### src/rtl/sscs_pkg.sv
// Shared types, constants and the LED row mapping for the swipe column scanner.
// No dependencies; used by every module of the block.
`default_nettype none

package sscs_pkg;

  localparam int unsigned LED_ROWS    = 16;
  localparam int unsigned STORE_BITS  = 16;
  localparam int unsigned COUNT_BITS  = 16;
  localparam int unsigned COL_BITS    = 8;
  localparam int unsigned CFG_IDX_BITS = 2;
  localparam int unsigned CFG_DATA_BITS = 8;

  // request codes
  localparam logic [1:0] REQ_TICK  = 2'd0;
  localparam logic [1:0] REQ_EVENT = 2'd1;
  localparam logic [1:0] REQ_WRITE = 2'd2;

  // configuration register indexes
  localparam logic [CFG_IDX_BITS-1:0] CFG_IMAGE_WIDTH = 2'd0;
  localparam logic [CFG_IDX_BITS-1:0] CFG_ORIENTATION = 2'd1;
  localparam logic [CFG_IDX_BITS-1:0] CFG_MIRROR      = 2'd2;

  localparam logic [COL_BITS-1:0] IMAGE_WIDTH_RST = 8'd64;

  // ceil(2^17 / 3): x * RECIP3 >> 17 equals x / 3 for any 16-bit x
  localparam logic [16:0] RECIP3 = 17'd43691;

  typedef struct packed {
    logic [1:0]            req_type;
    logic                  new_direction;
    logic [COL_BITS-1:0]   column_addr;
    logic [STORE_BITS-1:0] column_bits;
  } in_item_t;

  typedef struct packed {
    logic [STORE_BITS-1:0] led_bits;
    logic                  in_window;
    logic [COL_BITS-1:0]   shown_column;
  } out_item_t;

  // column position of one tick, handed from the tracker to the top level
  typedef struct packed {
    logic                in_window;
    logic [COL_BITS-1:0] shown;
  } col_info_t;

  // row order mapping: orientation 1 keeps rows, 0 reverses over LED_ROWS
  function automatic logic [STORE_BITS-1:0] map_rows(input logic [STORE_BITS-1:0] bits,
                                                     input logic ori);
    logic [STORE_BITS-1:0] res;
    int                    src;
    res = '0;
    for (int j = 0; j < STORE_BITS; j++) begin
      if (j < LED_ROWS) begin
        src = ori ? j : (LED_ROWS - 1 - j);
        if (src >= 0 && src < STORE_BITS) begin
          res[j] = bits[src];
        end
      end
    end
    return res;
  endfunction

endpackage

`default_nettype wire

### src/rtl/sscs_colmem.sv
// Column bitmap store: one write port, one read port with registered data.
// Depends on sscs_pkg for the entry width.
`default_nettype none

module sscs_colmem #(
  parameter int unsigned MAX_COLUMNS = 256
) (
  input  wire                                     clk,
  input  wire                                     wr_en,
  input  wire  [$clog2(MAX_COLUMNS)-1:0]          wr_addr,
  input  wire  [sscs_pkg::STORE_BITS-1:0]         wr_data,
  input  wire                                     rd_en,
  input  wire  [$clog2(MAX_COLUMNS)-1:0]          rd_addr,
  output logic [sscs_pkg::STORE_BITS-1:0]         rd_data_r
);

  logic [sscs_pkg::STORE_BITS-1:0] mem [MAX_COLUMNS];

  always_ff @(posedge clk) begin
    if (wr_en) begin
      mem[wr_addr] <= wr_data;
    end
  end

  always_ff @(posedge clk) begin
    if (rd_en) begin
      rd_data_r <= mem[rd_addr];
    end
  end

endmodule

`default_nettype wire

### config.mk
export PLATFORM = sky130hd
export DESIGN_NAME = sscs_colmem
export DESIGN_NICKNAME = d
export VERILOG_FILES = /design/src/rtl/sscs_pkg.sv /design/src/rtl/sscs_colmem.sv
export SDC_FILE = /design/constraint.sdc
export NUM_CORES = 2
export LEC_CHECK = 0
export ABC_AREA = 0
export BUFFER_PORTS_ARGS = -buffer_cell sky130_fd_sc_hd__buf_2
export CORE_MARGIN = 2
export CORE_UTILIZATION = 50
export CTS_CLUSTER_SIZE = 40
export DETAILED_ROUTE_END_ITERATION = 7
export MAX_ROUTING_LAYER = met4
export PLACE_DENSITY = 0.64
export SLEW_MARGIN = 40
export SYNTH_ARGS = -nofsm -noshare
export SYNTH_HDL_FRONTEND = slang
export SYNTH_SLANG_ARGS = --single-unit
### constraint.sdc
create_clock -name clk -period 2.5 [get_ports clk]
set_input_delay 0.125 -clock clk [delete_from_list [all_inputs] [get_ports clk]]
set_output_delay 0.125 -clock clk [all_outputs]
set_load 0.01 [all_outputs]
==> flow_metrics.tcl <==
set metrics [dict create \
    status "complete, but fails checks" \
    violations "negative setup slack" \
    rows 206 \
    period_needed_ns 2.80 \
    routed_wl_um 424000 \
    insertion_delay_ns 0.96 \
    cts_buffers 409 \
    drv_cap 0 \
    critical_path_class "flop to flop" \
    drtAntennaViolNets 0 \
    pre_cts_slack_ns -1.39 \
    max_slew.worst_pin.slew_ns 0.927 \
    cp_cell_sequence "mux4_2 > mux4_2 > a22o_4 > o32ai_4 > buf_6 > nor4_4" \
    clk_pin_slew_ns 0.06 \
    slew_headroom_pct 37.7 \
    p_total_uw 144000 \
    yosys_warnings 0 \
    fin_nets 8455 \
    ys_seq_elements 4112 \
    finalMaxSlewViolations 0 \
    hold_class "input pin to flop" \
    crit_fanout 1 \
    grt_overflow 0 \
    crit_slowest_cell "mux4_2" \
    drc 0 \
    fmax_mhz 357 \
    htreeDepth 5 \
    dp.cells 12100 \
    area_delta_synth_final_pct 17.1 \
    setup_violations 6 \
    rsz0062_at_grt "yes" \
    finalSetupTns_ns -0.660 \
    antenna_found_initial 28 \
    ys_seq_area_share_pct 77.7 \
    drt_first_pass_iters 5 \
    die_height_um 568 \
    mostFrequentLayoutCell "edfxtp_1" \
    initial_utilization_pct 50.4 \
    synth_nets 7395 \
    clockBufferDepth 4 \
    coreArea_mm2 0.315 \
    syn_area_mm2 0.159 \
    grt_max_degree 96 \
    finalCritPeriodShare_pct 112 \
    drive_gt1_share_pct 30.9 \
    power.leakage_uw 0.0604 \
    critPathArrivalTime_ns 3.49 \
    fin_cells 12900 \
    ir_worst_vdd_mv 0.595 \
    drtIter0Drc 11000 \
    fp.dieW_um 568 \
    clock-skew-final_ns 0.0692 \
    multiInputGateArea_mm2 0.0336 \
    fin_ws_ns -0.297 \
    wl_per_cell_um 32.8 \
    crit_required_ns 3.19 \
    fp.dieArea_mm2 0.322 \
    track_usage_pct 26.9 \
    cts_tree "done" \
    vias 81800 \
    port-buffer-count 50 \
    grt_pass1_wl_um 600000 \
    hold_viol 0 \
    ff2ff_setup_slack_ns -0.30 \
    p_per_area_mw_per_mm2 775 \
    cpPeakStageDelay_ns 0.57 \
    end_kind "flop" \
    critPathLaunchType "flop" \
    yosys.cell_types.count 51 \
    cts_root_buffer "clkbuf_16" \
    grt_pass1_vias 80300 \
    synthCells 7360 \
    ioPinCount 51 \
    dp_hpwl_um 266000 \
    nFillCells 22500 \
    vias_per_cell 6.32 \
    syn_area_per_cell_um2 21.6 \
    final_cell_mix "4112 x edfxtp_1, 840 x buf_4, 797 x mux4_2" \
    cts.sinks 4112 \
    place_congestion 0.949 \
    worst_path_most_repeated_cell "mux4_2" \
    regArea_mm2 0.123 \
]
cell families (layout without fill, tap and decap cells):
family	after synthesis	count (layout)	share of synthesized area (%)
DFF	4112	4112	77.7
muxes	1450	1450	15.5
AOI/OAI and AO/OA	786	786	3.53
and+or+nand+nor	556	556	1.57
buffers and inverters	456	1857	1.69
other	0	8	0
sequential cells by signal, indices dropped and copies added (netlist names):
name and count:
mem 4096, rd_data_r 16
power breakdown:
part / switching (uW) / internal (uW)
clock: 26000 / 33800
sequential: 94.7 / 76000
combinational: 5020 / 3230
total: 31200 / 113000
synthesized netlist by cell type, drive strengths merged:
master / count / share of area, %
and2: 2 / 0.0079
nand2: 38 / 0.090
o32ai: 21 / 0.12
nor3: 92 / 0.29
a21oi: 175 / 0.55
nor4bb: 2 / 0.013
a221oi: 28 / 0.15
nand4b: 3 / 0.017
o22ai: 148 / 0.58
nor3b: 1 / 0.0047
or4b: 1 / 0.0063
a211oi: 18 / 0.085
nand4: 26 / 0.10
a22o: 32 / 0.18
mux2: 88 / 0.62
clkbuf: 230 / 0.54
or3b: 1 / 0.0055
nand3: 35 / 0.11
edfxtp: 4112 / 78
nand3b: 1 / 0.0047
a21o: 2 / 0.0094
and3: 11 / 0.043
nand2b: 3 / 0.012
or2: 5 / 0.020
or3: 2 / 0.0079
mux4: 797 / 11
o21ai: 38 / 0.12
mux2i: 565 / 3.6
o221ai: 253 / 1.4
and4: 2 / 0.011
nor4: 18 / 0.075
nor2b: 9 / 0.035
inv: 4 / 0.0094
a22oi: 43 / 0.20
buf: 222 / 1.1
nor2: 304 / 0.72
o31ai: 16 / 0.076
a31oi: 6 / 0.024
a2111oi: 6 / 0.033
critical path, delay by kind of cell (launching register included):
family	cells	cell delay [ns]
simple gates	1	0.03
compound gates	2	0.83
mux	2	1.12
flops	1	0.37
buf+inv	1	0.18
worst paths after layout:
kind / start / to / depth (start not counted)
hold reg to reg: mem[232][5] / rd_data_r[5] / 6
setup reg to reg: mem[26][8] / rd_data_r[8] / 6
hold / removal: wr_addr[0] / mem[199][7] / 4
setup / recovery: mem[26][8] / rd_data_r[8] / 6
per-layer routing:
layer	track usage, %	wire length [um]	vias to the layer above
met5	-	0	-
met4	8.50	15100	0
met3	4.58	39900	700
met2	41.5	203000	4280
met1	37.0	166000	43300
li1	-	-	33500
metrics by stage:
step                      util, %  area, um2  hold slack [ns]
after global routing         59.0     186000           0.0777
after detailed placement     54.5     172000            0.526
after CTS                    58.9     186000          0.00842
after global placement       54.5     172000            0.519
after floorplan                 -     159000            0.224
final                        59.0     186000           0.0839
cell type report:
cell class / instances / share of cell area [%]
Inverter: 4 / 0.0148
Clock buffer: 495 / 5.71
Sequential cell: 4112 / 66.4
Timing Repair Buffer: 1101 / 5.76
Tap cell: 4160 / 2.80
Antenna cell: 8 / 0.0108
Clock inverter: 257 / 1.31
Multi-Input combinational cell: 2792 / 18.0
repair_timing:
action                                 4_1_cts  5_1_grt
setup buffers                                0        0
setup endpoints to repair                   16       16
resized for setup                           83       27
pin swaps                                   15       12
hold buffers                                22        0
endpoints found under the hold margin     3581        0
(Power assumes the default switching activity.)
