### config.mk
export PLATFORM = sky130hd
export DESIGN_NAME = sscs_tracker
export DESIGN_NICKNAME = d
export VERILOG_FILES = /design/src/rtl/sscs_pkg.sv /design/src/rtl/sscs_tracker.sv
export SDC_FILE = /design/constraint.sdc
export NUM_CORES = 1
export LEC_CHECK = 0
export BUFFER_PORTS_ARGS = -buffer_cell sky130_fd_sc_hd__buf_2
export CAP_MARGIN = 20
export CORE_MARGIN = 3
export CORE_UTILIZATION = 55
export DETAILED_ROUTE_END_ITERATION = 8
export PLACE_DENSITY = 0.73
export SLEW_MARGIN = 20
export SYNTH_ARGS = -nofsm -noshare
export SYNTH_HDL_FRONTEND = slang
export SYNTH_SLANG_ARGS = --single-unit
### constraint.sdc
create_clock -name clk -period 18.5 [get_ports clk]
set_input_delay 1.85 -clock clk [delete_from_list [all_inputs] [get_ports clk]]
set_output_delay 1.85 -clock clk [all_outputs]
set_load 0.03 [all_outputs]
### src/rtl/sscs_pkg.sv
// Shared types, constants and the LED row mapping for the swipe column scanner.
// No dependencies; used by every module of the block.
`default_nettype none

package sscs_pkg;

  localparam int unsigned LED_ROWS    = 16;
  localparam int unsigned STORE_BITS  = 16;
  localparam int unsigned COUNT_BITS  = 16;
  localparam int unsigned COL_BITS    = 8;
  localparam int unsigned CFG_IDX_BITS = 2;
  localparam int unsigned CFG_DATA_BITS = 8;

  // request codes
  localparam logic [1:0] REQ_TICK  = 2'd0;
  localparam logic [1:0] REQ_EVENT = 2'd1;
  localparam logic [1:0] REQ_WRITE = 2'd2;

  // configuration register indexes
  localparam logic [CFG_IDX_BITS-1:0] CFG_IMAGE_WIDTH = 2'd0;
  localparam logic [CFG_IDX_BITS-1:0] CFG_ORIENTATION = 2'd1;
  localparam logic [CFG_IDX_BITS-1:0] CFG_MIRROR      = 2'd2;

  localparam logic [COL_BITS-1:0] IMAGE_WIDTH_RST = 8'd64;

  // ceil(2^17 / 3): x * RECIP3 >> 17 equals x / 3 for any 16-bit x
  localparam logic [16:0] RECIP3 = 17'd43691;

  typedef struct packed {
    logic [1:0]            req_type;
    logic                  new_direction;
    logic [COL_BITS-1:0]   column_addr;
    logic [STORE_BITS-1:0] column_bits;
  } in_item_t;

  typedef struct packed {
    logic [STORE_BITS-1:0] led_bits;
    logic                  in_window;
    logic [COL_BITS-1:0]   shown_column;
  } out_item_t;

  // column position of one tick, handed from the tracker to the top level
  typedef struct packed {
    logic                in_window;
    logic [COL_BITS-1:0] shown;
  } col_info_t;

  // row order mapping: orientation 1 keeps rows, 0 reverses over LED_ROWS
  function automatic logic [STORE_BITS-1:0] map_rows(input logic [STORE_BITS-1:0] bits,
                                                     input logic ori);
    logic [STORE_BITS-1:0] res;
    int                    src;
    res = '0;
    for (int j = 0; j < STORE_BITS; j++) begin
      if (j < LED_ROWS) begin
        src = ori ? j : (LED_ROWS - 1 - j);
        if (src >= 0 && src < STORE_BITS) begin
          res[j] = bits[src];
        end
      end
    end
    return res;
  endfunction

endpackage

`default_nettype wire

### src/rtl/sscs_tracker.sv
// Swipe tracker: tick counter, swipe average and center, direction, and the
// column/window computation for each tick. Depends on sscs_pkg.
`default_nettype none

module sscs_tracker (
  input  wire                              clk,
  input  wire                              rst_n,
  input  wire                              accept,
  input  wire  sscs_pkg::in_item_t         item,
  input  wire  [sscs_pkg::COL_BITS-1:0]    image_width,
  input  wire                              flip,
  output sscs_pkg::col_info_t              col_info
);

  localparam int unsigned CW = sscs_pkg::COUNT_BITS;

  logic [CW-1:0] tick_r, tick_nxt;
  logic [CW-1:0] avg_r, avg_nxt;
  logic [CW-1:0] center_r, center_nxt;
  logic          dir_r, dir_nxt;

  logic [CW-1:0]   tick_inc;
  logic [CW:0]     avg_sum;
  logic [CW-1:0]   avg_new;
  logic [CW+16:0]  center_prod;
  logic            turn;
  logic signed [CW+1:0] col;
  logic            win;
  logic [sscs_pkg::COL_BITS-1:0] d_fwd, d_rev;

  assign tick_inc = (tick_r == {CW{1'b1}}) ? tick_r : tick_r + 1'b1;

  // column = tick - (center - width/2), signed
  assign col = $signed({2'b00, tick_inc}) - $signed({2'b00, center_r})
             + $signed({{(CW+2-sscs_pkg::COL_BITS+1){1'b0}}, image_width[7:1]});
  assign win = !col[CW+1] && (col < $signed({{(CW+2-sscs_pkg::COL_BITS){1'b0}}, image_width}));

  assign d_fwd = col[sscs_pkg::COL_BITS-1:0];
  assign d_rev = image_width - col[sscs_pkg::COL_BITS-1:0] - 1'b1;

  always_comb begin
    col_info.in_window = win;
    col_info.shown     = '0;
    if (win) begin
      col_info.shown = (dir_r ^ flip) ? d_fwd : d_rev;
    end
  end

  // swipe turn: average the length (first sample as is), center = average / 3
  assign turn        = accept && (item.req_type == sscs_pkg::REQ_EVENT)
                    && (item.new_direction != dir_r);
  assign avg_sum     = {1'b0, avg_r} + {1'b0, tick_r};
  assign avg_new     = (avg_r != '0) ? avg_sum[CW:1] : tick_r;
  assign center_prod = avg_new * sscs_pkg::RECIP3;

  always_comb begin
    tick_nxt   = tick_r;
    avg_nxt    = avg_r;
    center_nxt = center_r;
    dir_nxt    = dir_r;
    if (turn) begin
      tick_nxt   = '0;
      avg_nxt    = avg_new;
      center_nxt = center_prod[CW+16:17];
      dir_nxt    = item.new_direction;
    end else if (accept && item.req_type == sscs_pkg::REQ_TICK) begin
      tick_nxt = tick_inc;
    end
  end

  always_ff @(posedge clk) begin
    if (!rst_n) begin
      tick_r   <= '0;
      avg_r    <= '0;
      center_r <= '0;
      dir_r    <= 1'b0;
    end else begin
      tick_r   <= tick_nxt;
      avg_r    <= avg_nxt;
      center_r <= center_nxt;
      dir_r    <= dir_nxt;
    end
  end

endmodule

`default_nettype wire

==> results.py <==
metrics = {
    "grt": {
        "antenna_found_initial": 0,
        "grt_pass1_vias": 7314,
        "grt_usage_pct": 23.2,
        "grt_overflow_total": 0,
        "grt_pass1_wl_mm": 34.5,
        "grt_max_degree": 32,
    },
    "pwr": {
        "cellPowerDensity_mw_per_mm2": 165,
        "ir_worst_vdd_uv": 196,
        "power.leakage_nw": 5.26,
    },
    "floorplan": {
        "fp.dieH_um": 136,
        "start_util_pct": 57.3,
        "core-area_mm2": 0.0162,
        "fp.dieW_um": 136,
        "num_rows": 46,
        "ioPinCount": 48,
        "die_area_mm2": 0.0184,
    },
    "sta": {
        "finClkSkew_ns": 0.00746,
        "clock.fmax_ghz": 0.116,
        "finalSetupViolCount": 0,
        "period_needed_ns": 8.65,
        "finalSetupTns_ns": 0,
        "period_share_pct": 46.8,
        "drv_slew": 0,
        "tightest_slew_ns": 0.952,
        "relSlewSlack_pct": 36.5,
        "hold_viol_final": 0,
        "setup_ws_ns": 9.85,
        "grt_setup_unrepaired": "false",
    },
    "drt": {
        "routed_via_density": 5.66,
        "dr.pass1.iters": 6,
        "vias": 7477,
        "ant_nets": 0,
        "wirelength_mm": 20.6,
        "wl_per_cell_um": 15.6,
        "drc": 0,
        "first_iter_violations": 493,
    },
    "synthesis": {
        "synth_area_per_cell_um2": 8.48,
        "synth_fp_nets": 1392,
        "yosys_warnings": 0,
        "syn_area_mm2": 0.00927,
        "dominantRegCellSynth": "dfxtp_1",
        "synth-edff-count": 0,
        "async_flop_share_pct": 0,
        "synth-seq-cells": 48,
        "ys_seq_area_share_pct": 10.4,
        "ys_types": 73,
        "synthCells": 1092,
    },
    "clocking": {
        "root_buffer": "clkbuf_16",
        "path_clk_slew_ns": 0.07,
        "postCtsSetupBuffers": 0,
        "clk_path_buf_depth": 2,
        "cts_buffers": 5,
        "cts_sinks": 48,
        "clk_latency_ns": 0.29,
        "ctsHoldBuffers": 0,
        "cts_tree": "yes",
        "cts_resized": 0,
        "cts.htree.levels": 2,
    },
    "setup_path": {
        "crit_fanout": 8,
        "crit_path_top_delay_cell": "mux2i_1",
        "crit_required_ns": 18.69,
        "startpoint_type": "flop",
        "max_stage_delay_ns": 0.60,
        "endpoint_kind": "flop",
        "rr_worst_depth": 31,
        "path_class": "flop to flop",
        "arrival_ns": 8.84,
    },
    "place": {
        "dpl_cell_area_mm2": 0.00961,
        "port_buffers": 23,
        "place_ws_ns": 9.97,
        "place.gp.congestion": 0.933,
        "place_hpwl_mm": 17.6,
    },
    "cells_and_area": {
        "regArea_um2": 961,
        "n_fill_cell": 1406,
        "area_growth_pct": 5.31,
        "fin_nets": 1405,
        "diodes": 0,
        "multiInputGateArea_mm2": 0.00741,
        "fin_area_mm2": 0.00976,
        "drive_gt1_share_pct": 6.51,
    },
    "run_status": {
        "outcome": "finished, final reports clean",
    },
    "job": {
        "cap_violations": 0,
    },
    "worst_hold_path": {
        "hold_depth": 2,
        "min_path_type": "flop to flop",
    },
}
-- flip-flops by register name (all words and copies together) (netlist names) --
name	cells
avg_r	16
center_r	15
dir_r	1
tick_r	16
-- metal layers --
layer	track usage [%]	routed length (um)	vias to the layer above	part of all wire, %
li1	-	-	3711	-
met1	32.4	9800	3586	47
met2	39.0	9630	160	47
met3	3.16	1010	20	4.9
met4	3.81	213	0	1.0
met5	0	0	-	0
-- through the flow --
step,total power [W],hold WS (ns),utilization (%),instances
2_1_floorplan,0.00122,0.420,-,1092
3_3_place_gp,0.00148,0.444,59.4,1314
3_5_place_dp,0.00151,0.452,59.4,1314
4_1_cts,0.00162,0.472,60.3,1322
5_1_grt,0.00183,0.501,60.3,1322
6_report,0.00161,0.474,60.3,1322
-- critical path: cells and delay by family, from the launching register on --
family	cells	cell delay (ns)
buffers and inverters	5	0.41
XOR/XNOR	1	0.07
adder cells (fa/ha/maj)	8	3.44
multiplexers	1	0.60
AO/OA/AOI/OAI	10	2.46
flip-flops	1	0.41
AND/OR/NAND/NOR	6	1.12
-- cell usage after synthesis, types with 8 or more instances --
library cell | count | area [um^2]
ha_1 | 183 | 2290
nand2_1 | 50 | 188
inv_1 | 209 | 785
xor2_1 | 28 | 245
dfxtp_1 | 48 | 961
a21oi_1 | 63 | 315
a21o_1 | 24 | 180
mux2i_1 | 18 | 180
a21boi_0 | 9 | 67.6
xnor2_1 | 46 | 403
o21bai_1 | 9 | 67.6
and2_1 | 8 | 50.1
nand3_1 | 22 | 110
o21a_1 | 8 | 60.1
clkbuf_1 | 20 | 75.1
nor3_1 | 22 | 110
o21ai_0 | 42 | 210
nor2_1 | 62 | 233
nor2b_1 | 11 | 68.8
fa_1 | 78 | 1560
-- placed cells by master, fill, tap and decap left out, types with 7 or more instances in the layout --
cell      count
inv_1       209
ha_1        183
fa_1         78
a21oi_1      63
nor2_1       62
nand2_1      50
dfxtp_1      48
xnor2_1      46
o21ai_0      42
xor2_1       28
a21o_1       24
buf_2        23
nor3_1       22
nand3_1      22
mux2i_1      18
nor2b_1      11
o21bai_1      9
a21boi_0      9
buf_4         9
and2_1        8
o21a_1        8
nor4_1        7
nand2b_1      7
a31oi_1       7
or3_1         7
-- where the power goes --
part           switching (W)   total, W  internal, W
sequential        0.00000395   0.000113     0.000109
clock              0.0000422  0.0000928    0.0000507
combinational       0.000814    0.00140     0.000588
-- worst paths after layout --
kind | endpoint | slack (ns) | start
setup / recovery | center_r[10] | 9.85 | tick_r[0]
hold / removal | center_r[11] | 0.47 | center_r[11]
setup reg to reg | center_r[10] | 9.85 | tick_r[0]
hold reg to reg | center_r[11] | 0.47 | center_r[11]
-- kinds of logic after synthesis --
logic type | Yosys count | synth area share (%)
AOI/OAI and AO/OA | 218 | 15.9
and+or+nand+nor | 233 | 12.9
muxes | 23 | 2.59
xor gates and xnor gates | 74 | 7.00
DFF | 48 | 10.4
buffers and inverters | 235 | 9.70
adders and majority gates | 261 | 41.6
-- final cells by class --
cell class,count,area share (%)
clock buffer,5,1.28
sequential,48,9.85
inverter,209,8.04
tap,216,2.77
multi-input combinational,809,76.0
timing repair buffer,32,1.87
clock inverter,3,0.231
No activity file was read; power rests on OpenSTA's default activity.
